<file path="src/rtl/nst_pkg.sv">
// Shared types and token codes for the spoken-number token generator.
package nst_pkg;

    localparam int MAX_TOKENS = 7;

    typedef logic [3:0] token_t;

    localparam token_t TOK_ZERO     = 4'd0;
    localparam token_t TOK_ONE      = 4'd1;
    localparam token_t TOK_TEN      = 4'd10;
    localparam token_t TOK_HUNDRED  = 4'd11;
    localparam token_t TOK_THOUSAND = 4'd12;

    localparam logic [13:0] MAX_NUMBER = 14'd9999;

    typedef struct packed {
        logic [3:0] d3;
        logic [3:0] d2;
        logic [3:0] d1;
        logic [3:0] d0;
    } digits_t;

    typedef struct packed {
        logic [MAX_TOKENS-1:0][3:0] tok;
        logic [2:0]                 cnt;
    } token_list_t;

endpackage

</file>
<file path="src/rtl/nst_number_if.sv">
// Request channel carrying the binary number to be read.
interface nst_number_if;
    logic        valid;
    logic        ready;
    logic [13:0] number_value;

    modport source (output valid, output number_value, input ready);
    modport sink   (input valid, input number_value, output ready);
endinterface

</file>
<file path="src/rtl/nst_token_if.sv">
// Request channel carrying one voice token and its end-of-reading flag.
interface nst_token_if;
    logic       valid;
    logic       ready;
    logic [3:0] token;
    logic       last;

    modport source (output valid, output token, output last, input ready);
    modport sink   (input valid, input token, input last, output ready);
endinterface

</file>
<file path="src/rtl/number_to_spoken_tokens_top.sv">
// Top level of the spoken-number token generator.
// Takes a binary number 0..9999 and sends the Chinese reading as voice tokens
// (0-9 digits, 10 ten, 11 hundred, 12 thousand), one per cycle while the
// receiver is ready, with last set on the final token; numbers above 9999 are
// dropped with no output. Digit extraction and token-list building run in a
// four-stage pipeline, after which a serializer sends the list. A number
// gives one to seven tokens; the serializer's one-token-per-cycle output sets
// the throughput, and the pipeline stalls while a list is still being sent.
module number_to_spoken_tokens_top
    import nst_pkg::*;
(
    input  logic         clk,
    input  logic         rst_n,
    nst_number_if.sink   number,
    nst_token_if.source  speech
);

    logic        en;
    logic        digits_valid;
    digits_t     digits;
    logic        list_valid;
    token_list_t list;
    logic        load;

    // whole pipeline advances when the list stage is empty or being drained
    assign en           = !list_valid || load;
    assign number.ready = en;

    nst_digits u_digits (
        .clk          (clk),
        .rst_n        (rst_n),
        .en           (en),
        .in_valid     (number.valid),
        .in_number    (number.number_value),
        .digits_valid (digits_valid),
        .digits       (digits)
    );

    nst_tokens u_tokens (
        .clk          (clk),
        .rst_n        (rst_n),
        .en           (en),
        .digits_valid (digits_valid),
        .digits       (digits),
        .list_valid   (list_valid),
        .list         (list)
    );

    nst_serializer u_serializer (
        .clk        (clk),
        .rst_n      (rst_n),
        .list_valid (list_valid),
        .list       (list),
        .load       (load),
        .out        (speech)
    );

endmodule

</file>
<file path="src/rtl/nst_digits.sv">
// Three-stage binary to decimal digit split with range check.
module nst_digits
    import nst_pkg::*;
(
    input  logic        clk,
    input  logic        rst_n,
    input  logic        en,
    input  logic        in_valid,
    input  logic [13:0] in_number,
    output logic        digits_valid,
    output digits_t     digits
);

    // stage 1: n / 100 by reciprocal multiply, exact for n <= 9999
    logic [26:0] q_prod;
    logic        s1_valid_reg;
    logic [13:0] s1_n_reg;
    logic [6:0]  s1_q_reg;

    assign q_prod = {13'd0, in_number} * 27'd5243;

    always_ff @(posedge clk or negedge rst_n)
    begin
        if (!rst_n)
        begin
            s1_valid_reg <= 1'b0;
        end
        else if (en)
        begin
            s1_valid_reg <= in_valid && (in_number <= MAX_NUMBER);
        end
    end

    always_ff @(posedge clk)
    begin
        if (en)
        begin
            s1_n_reg <= in_number;
            s1_q_reg <= q_prod[25:19];
        end
    end

    // stage 2: remainder mod 100, split quotient into thousands and hundreds
    logic [13:0] q_times_100;
    logic [13:0] rem_wide;
    logic [14:0] d3_prod;
    logic [3:0]  d3_val;
    logic [6:0]  d3_times_10;
    logic [6:0]  d2_wide;
    logic        s2_valid_reg;
    logic [6:0]  s2_r_reg;
    logic [3:0]  s2_d3_reg;
    logic [3:0]  s2_d2_reg;

    assign q_times_100 = {7'd0, s1_q_reg} * 14'd100;
    assign rem_wide    = s1_n_reg - q_times_100;
    assign d3_prod     = {8'd0, s1_q_reg} * 15'd205;
    assign d3_val      = d3_prod[14:11];
    assign d3_times_10 = {3'd0, d3_val} * 7'd10;
    assign d2_wide     = s1_q_reg - d3_times_10;

    always_ff @(posedge clk or negedge rst_n)
    begin
        if (!rst_n)
        begin
            s2_valid_reg <= 1'b0;
        end
        else if (en)
        begin
            s2_valid_reg <= s1_valid_reg;
        end
    end

    always_ff @(posedge clk)
    begin
        if (en)
        begin
            s2_r_reg  <= rem_wide[6:0];
            s2_d3_reg <= d3_val;
            s2_d2_reg <= d2_wide[3:0];
        end
    end

    // stage 3: split remainder into tens and units
    logic [14:0] d1_prod;
    logic [3:0]  d1_val;
    logic [6:0]  d1_times_10;
    logic [6:0]  d0_wide;
    logic        s3_valid_reg;
    digits_t     s3_digits_reg;

    assign d1_prod     = {8'd0, s2_r_reg} * 15'd205;
    assign d1_val      = d1_prod[14:11];
    assign d1_times_10 = {3'd0, d1_val} * 7'd10;
    assign d0_wide     = s2_r_reg - d1_times_10;

    always_ff @(posedge clk or negedge rst_n)
    begin
        if (!rst_n)
        begin
            s3_valid_reg <= 1'b0;
        end
        else if (en)
        begin
            s3_valid_reg <= s2_valid_reg;
        end
    end

    always_ff @(posedge clk)
    begin
        if (en)
        begin
            s3_digits_reg.d3 <= s2_d3_reg;
            s3_digits_reg.d2 <= s2_d2_reg;
            s3_digits_reg.d1 <= d1_val;
            s3_digits_reg.d0 <= d0_wide[3:0];
        end
    end

    assign digits_valid = s3_valid_reg;
    assign digits       = s3_digits_reg;

endmodule

</file>
<file path="src/rtl/nst_tokens.sv">
// Builds the token list of one reading from its four decimal digits.
module nst_tokens
    import nst_pkg::*;
(
    input  logic        clk,
    input  logic        rst_n,
    input  logic        en,
    input  logic        digits_valid,
    input  digits_t     digits,
    output logic        list_valid,
    output token_list_t list
);

    token_list_t list_next;
    token_list_t list_reg;
    logic        list_valid_reg;
    logic [2:0]  c;

    always_comb
    begin
        list_next = '0;
        c         = 3'd0;
        if (digits.d3 == 4'd0 && digits.d2 == 4'd0 && digits.d1 == 4'd0)
        begin
            list_next.tok[c] = digits.d0;
            c = c + 3'd1;
        end
        else if (digits.d3 == 4'd0 && digits.d2 == 4'd0)
        begin
            // two digits: a leading one before ten is dropped
            if (digits.d1 != TOK_ONE)
            begin
                list_next.tok[c] = digits.d1;
                c = c + 3'd1;
            end
            list_next.tok[c] = TOK_TEN;
            c = c + 3'd1;
            if (digits.d0 != 4'd0)
            begin
                list_next.tok[c] = digits.d0;
                c = c + 3'd1;
            end
        end
        else
        begin
            if (digits.d3 != 4'd0)
            begin
                list_next.tok[c] = digits.d3;
                c = c + 3'd1;
                list_next.tok[c] = TOK_THOUSAND;
                c = c + 3'd1;
            end
            if (digits.d2 != 4'd0)
            begin
                list_next.tok[c] = digits.d2;
                c = c + 3'd1;
                list_next.tok[c] = TOK_HUNDRED;
                c = c + 3'd1;
            end
            else if (digits.d1 != 4'd0 || digits.d0 != 4'd0)
            begin
                // inner zero run collapses to one zero
                list_next.tok[c] = TOK_ZERO;
                c = c + 3'd1;
            end
            if (digits.d1 != 4'd0)
            begin
                list_next.tok[c] = digits.d1;
                c = c + 3'd1;
                list_next.tok[c] = TOK_TEN;
                c = c + 3'd1;
            end
            else if (digits.d2 != 4'd0 && digits.d0 != 4'd0)
            begin
                list_next.tok[c] = TOK_ZERO;
                c = c + 3'd1;
            end
            if (digits.d0 != 4'd0)
            begin
                list_next.tok[c] = digits.d0;
                c = c + 3'd1;
            end
        end
        list_next.cnt = c;
    end

    always_ff @(posedge clk or negedge rst_n)
    begin
        if (!rst_n)
        begin
            list_valid_reg <= 1'b0;
        end
        else if (en)
        begin
            list_valid_reg <= digits_valid;
        end
    end

    always_ff @(posedge clk)
    begin
        if (en)
        begin
            list_reg <= list_next;
        end
    end

    assign list_valid = list_valid_reg;
    assign list       = list_reg;

endmodule

</file>
<file path="src/rtl/nst_serializer.sv">
// Holds one token list and sends its tokens one per cycle while the receiver is ready.
module nst_serializer
    import nst_pkg::*;
(
    input  logic        clk,
    input  logic        rst_n,
    input  logic        list_valid,
    input  token_list_t list,
    output logic        load,
    nst_token_if.source out
);

    token_list_t hold_reg;
    logic        busy_reg;
    logic [2:0]  idx_reg;
    logic        at_last;

    assign at_last = (idx_reg == hold_reg.cnt - 3'd1);
    assign load    = !busy_reg || (out.ready && at_last);

    always_ff @(posedge clk or negedge rst_n)
    begin
        if (!rst_n)
        begin
            busy_reg <= 1'b0;
            idx_reg  <= 3'd0;
        end
        else if (load)
        begin
            busy_reg <= list_valid;
            idx_reg  <= 3'd0;
        end
        else if (out.ready)
        begin
            idx_reg <= idx_reg + 3'd1;
        end
    end

    always_ff @(posedge clk)
    begin
        if (load)
        begin
            hold_reg <= list;
        end
    end

    assign out.valid = busy_reg;
    assign out.token = hold_reg.tok[idx_reg];
    assign out.last  = at_last;

endmodule

</file>
<file path="src/flat_wrapper.sv">
// flat-port wrapper written by rule: the top's interface ports become plain ports
module number_to_spoken_tokens_top_flat import nst_pkg::*;
  (clk, rst_n, number_valid, number_number_value, number_ready, speech_valid, speech_token, speech_last, speech_ready);
  nst_number_if number_i ();
  nst_token_if speech_i ();
  input  logic clk;
  input  logic rst_n;
  input wire logic [$bits(number_i.valid)-1:0] number_valid;
  input wire logic [$bits(number_i.number_value)-1:0] number_number_value;
  output wire logic [$bits(number_i.ready)-1:0] number_ready;
  output wire logic [$bits(speech_i.valid)-1:0] speech_valid;
  output wire logic [$bits(speech_i.token)-1:0] speech_token;
  output wire logic [$bits(speech_i.last)-1:0] speech_last;
  input wire logic [$bits(speech_i.ready)-1:0] speech_ready;
  assign number_i.valid = number_valid;
  assign number_i.number_value = number_number_value;
  assign number_ready = number_i.ready;
  assign speech_valid = speech_i.valid;
  assign speech_token = speech_i.token;
  assign speech_last = speech_i.last;
  assign speech_i.ready = speech_ready;
  number_to_spoken_tokens_top u_core (.clk(clk), .rst_n(rst_n), .number(number_i), .speech(speech_i));
endmodule
</file>
<file path="config.mk">
export PLATFORM = sky130hd
export DESIGN_NAME = number_to_spoken_tokens_top_flat
export DESIGN_NICKNAME = d
export VERILOG_FILES = /design/src/rtl/nst_pkg.sv /design/src/rtl/nst_number_if.sv /design/src/rtl/nst_token_if.sv /design/src/rtl/number_to_spoken_tokens_top.sv /design/src/rtl/nst_digits.sv /design/src/rtl/nst_tokens.sv /design/src/rtl/nst_serializer.sv /design/src/flat_wrapper.sv
export SDC_FILE = /design/constraint.sdc
export NUM_CORES = 1
export LEC_CHECK = 0
export BUFFER_PORTS_ARGS = -buffer_cell sky130_fd_sc_hd__buf_4
export CAP_MARGIN = 20
export CORE_ASPECT_RATIO = 0.7
export CORE_MARGIN = 2
export CORE_UTILIZATION = 61
export DETAILED_ROUTE_END_ITERATION = 8
export GPL_ROUTABILITY_DRIVEN = 0
export GPL_TIMING_DRIVEN = 0
export PLACE_DENSITY = 0.82
export SLEW_MARGIN = 20
export SYNTH_ARGS = -nofsm -noshare
export SYNTH_HDL_FRONTEND = slang
export SYNTH_SLANG_ARGS = --single-unit
</file>
<file path="constraint.sdc">
create_clock -name clk -period 14.5 [get_ports clk]
set_clock_uncertainty 0.1 [all_clocks]
set_input_delay 2.175 -clock clk [delete_from_list [all_inputs] [get_ports clk]]
set_output_delay 2.175 -clock clk [all_outputs]
set_load 0.02 [all_outputs]
</file>
==> impl_results.md <==
- Setup repair after global routing missed its margin: no
- Post-detailed-route DRC marker count: 0
- Horizontal extent of the die: about 160 µm
- Final cell utilization of the core: 0.682
- Path type of the worst min-delay path: reg2reg
- Run status: completed
- Tightest Pin Transition: between 0.9 and 1 ns
- Count of inserted antenna diode cells: 0
- Maximum count of clock buffers along a single path: 2
- Post-cts resize count: 0
- Total nets after synthesis: ~1200
- Routed len/inst: between 15 and 20 µm
- Port Buffers: 24
- Element type at the critical path end: register
- Total clock sinks: between 100 and 150
- Register clock-pin slew on the reported worst setup and hold paths: 0.06 ns
- Number of enable flip-flop cells after synthesis: between 100 and 150
- Synth Cell Area: roughly 10000 µm²
- CP max stage cell: sky130_fd_sc_hd__a21oi_1
- Count of pins over their slew limit: 0
- Crit Path Class: in2reg
- Commonest non-fill, non-tap cells in the layout: 187 x sky130_fd_sc_hd__ha_1, 158 x sky130_fd_sc_hd__inv_1, 107 x sky130_fd_sc_hd__edfxtp_1
- Top FF cell, synth: sky130_fd_sc_hd__edfxtp_1
- Top-Level Pins: 25
- Post-route clock period utilization: 0.459
- Fraction of layout cells with a size suffix above 1: 0.0843
- Average cell area after synthesis: ~11 µm²
- Hold Fails Final Rpt: 0
- Most common cell after layout, fill and taps aside: sky130_fd_sc_hd__ha_1
- Number of maximum-capacitance violations: 0
- P&R area growth vs syn: 10.7%
- Count of hold-fix buffers inserted at cts: 0
- CTS H-Tree Depth: 4
- Fill cell total of the finished layout: roughly 1200
- GRT Util Overall: 0.265
- Warnings, synthesis: 0
- Crit path launch type: input pin
- Insertion delay to the later sink of the worst-skew pair: 0.42 ns
- Maximum clock rate: between 0.15 and 0.2 GHz
- HPWL Detailed: 17600 µm
- Maximum number of pins on one net before global-route repair: 49
- Global-route wire length before repair: ~37000 µm
- Total wirelength of the detailed-routed design: approximately 22000 µm
- Clock tree from TritonCTS: built
- Post-place instance area: approximately 11000 µm²
- Clk root buf: sky130_fd_sc_hd__clkbuf_16
- Arrival time worst endpoint: 6.73 ns
- Final Instance Area: 11600 µm²
- Synth cell types: between 60 and 70
- Minimum period implied by the final worst setup slack: around 6.7 ns
- Iter 0 DRT Violations: ~900
- Critical path cell sequence: buf_4 -> inv_1 -> fa_1 -> inv_1 -> ha_1 -> fa_1 -> fa_1 -> inv_1 -> fa_1 -> inv_1 -> ha_1 -> nand2_1 -> o21ai_0 -> o21ai_0 -> a21oi_1 -> o21ai_0 -> xnor2_1
- Initial antenna violation count: 0
- Pre-Repair DR Iteration Count: 6
- Number of setup violations in the final report: 0
- Floorplan die height: between 100 and 150 µm
- Clock buffers created by TritonCTS: 17
- Delay of the slowest critical-path stage: slightly below 0.6 ns
- Crit path required time: approximately 15 ns
- Number of instances in the synthesized netlist: between 900 and 1000
- Detail-routed via count per cell: roughly 6
- Fraction of the yosys area taken by sequential cells: 0.325
- Worst Hold Margin: about 0.32 ns
- FFs w/ async S/R, synth: 0.0696
- Row Count: 40
- Total global routing overflow: 0
- Full die area: between 15000 and 20000 µm²
- Placeable core area: ~17000 µm²
- Sequential Area: roughly 3400 µm²
- Initial Utilization: 0.616
- Post-route setup TNS: 0 ns
- Multi-input gate area in the final layout: around 6400 µm²
- Buffer count from post-CTS setup fixing: 0
- Vias post-DR: 7224
- Number of nets in the finished design: 1270
- Largest fanout on the critical path: 5
- #FFs+latches synth: roughly 120
- Relative max-transition margin: 0.387
- Number of global-route vias before repair: between 7000 and 8000
- Antenna violation net count after detailed routing: 0
## final cells by class
type | instances | share of cell area
plain buffers | 27 | 0.0111
clock buffers | 17 | 0.0366
clock inverters | 15 | 0.0160
inverters | 161 | 0.0522
multi-input cells | 636 | 0.547
flip-flops and latches | 115 | 0.294
well taps | 231 | 0.0249
repair buffers | 25 | 0.0179
## metal layers
metal  share of wire  vias up  GRT usage
met5               0        -          0
met4           0.014        0     0.0601
met3           0.086       40     0.0615
met2            0.43      309      0.396
met1            0.47     3506      0.398
li1                -     3369          -
## cell usage after synthesis (3+ instances only)
cell | number | share of area
sky130_fd_sc_hd__ha_1 | 187 | 0.22
sky130_fd_sc_hd__inv_1 | 158 | 0.057
sky130_fd_sc_hd__edfxtp_1 | 107 | 0.31
sky130_fd_sc_hd__fa_1 | 82 | 0.16
sky130_fd_sc_hd__nor2_1 | 54 | 0.019
sky130_fd_sc_hd__a21oi_1 | 48 | 0.023
sky130_fd_sc_hd__nand2_1 | 38 | 0.014
sky130_fd_sc_hd__xnor2_1 | 31 | 0.026
sky130_fd_sc_hd__o21ai_0 | 26 | 0.012
sky130_fd_sc_hd__clkbuf_1 | 19 | 0.0068
sky130_fd_sc_hd__mux2i_1 | 18 | 0.017
sky130_fd_sc_hd__nand3_1 | 12 | 0.0057
sky130_fd_sc_hd__nor3_1 | 12 | 0.0057
sky130_fd_sc_hd__a211oi_1 | 9 | 0.0064
sky130_fd_sc_hd__o22ai_1 | 9 | 0.0054
sky130_fd_sc_hd__a21o_1 | 8 | 0.0057
sky130_fd_sc_hd__dfrtp_1 | 8 | 0.019
sky130_fd_sc_hd__o211ai_1 | 7 | 0.0050
sky130_fd_sc_hd__xor2_1 | 7 | 0.0058
sky130_fd_sc_hd__a22oi_1 | 6 | 0.0043
sky130_fd_sc_hd__nand4_1 | 6 | 0.0036
sky130_fd_sc_hd__a31oi_1 | 5 | 0.0030
sky130_fd_sc_hd__nand2b_1 | 5 | 0.0030
sky130_fd_sc_hd__a32oi_1 | 4 | 0.0033
sky130_fd_sc_hd__and2_1 | 4 | 0.0024
sky130_fd_sc_hd__buf_2 | 4 | 0.0019
sky130_fd_sc_hd__mux4_2 | 4 | 0.0086
sky130_fd_sc_hd__or4_1 | 4 | 0.0029
sky130_fd_sc_hd__a221oi_1 | 3 | 0.0025
sky130_fd_sc_hd__and3_1 | 3 | 0.0018
sky130_fd_sc_hd__buf_6 | 3 | 0.0032
sky130_fd_sc_hd__nor3b_1 | 3 | 0.0021
sky130_fd_sc_hd__nor4_1 | 3 | 0.0018
## kinds of logic (layout without fill, tap and decap cells)
logic type,Yosys count,in the layout,synth area share
compound gates,148,148,0.0920
xor+xnor,38,38,0.0317
fa+ha+maj,269,269,0.380
buf+inv,188,245,0.0700
flops,115,115,0.325
mux,24,24,0.0279
simple gates,157,157,0.0731
## metrics by stage
step,setup WS (ns),instances
4_1_cts,7.93,1227
6_report,7.85,1227
2_1_floorplan,8.05,939
5_1_grt,7.59,1227
3_5_place_dp,7.49,1195
3_3_place_gp,6.32,1194
## worst max-delay path: cells and delay by family
kind / cells / cell delay (ns)
and+or+nand+nor: 1 / 0.07
buffers and inverters: 5 / 0.43
xor gates and xnor gates: 1 / 0.16
adders and majority gates: 6 / 2.69
AOI/OAI and AO/OA: 4 / 1.19
## path summary, 6_finish.rpt
check	from	endpoint	slack, ns	cells after the start
max	number_number_value[5]	u_core.u_digits.s1_q_reg[4]	7.85	17
min	u_core.u_digits.s2_d2_reg[3]	u_core.u_digits.digits[11]	0.32	0
max reg2reg	u_core.u_digits.s1_q_reg[4]	u_core.u_digits.s2_d2_reg[3]	9.27	17
min reg2reg	u_core.u_digits.s2_d2_reg[3]	u_core.u_digits.digits[11]	0.32	0
max in group asynchronous	rst_n	u_core.u_digits.s1_valid_reg	12.70	1
min in group asynchronous	rst_n	u_core.u_serializer.idx_reg[1]	1.46	1
Power is left out: the tool's default activity adds up to more than one toggle a clock period on the data nets, which glitch-free logic cannot reach.
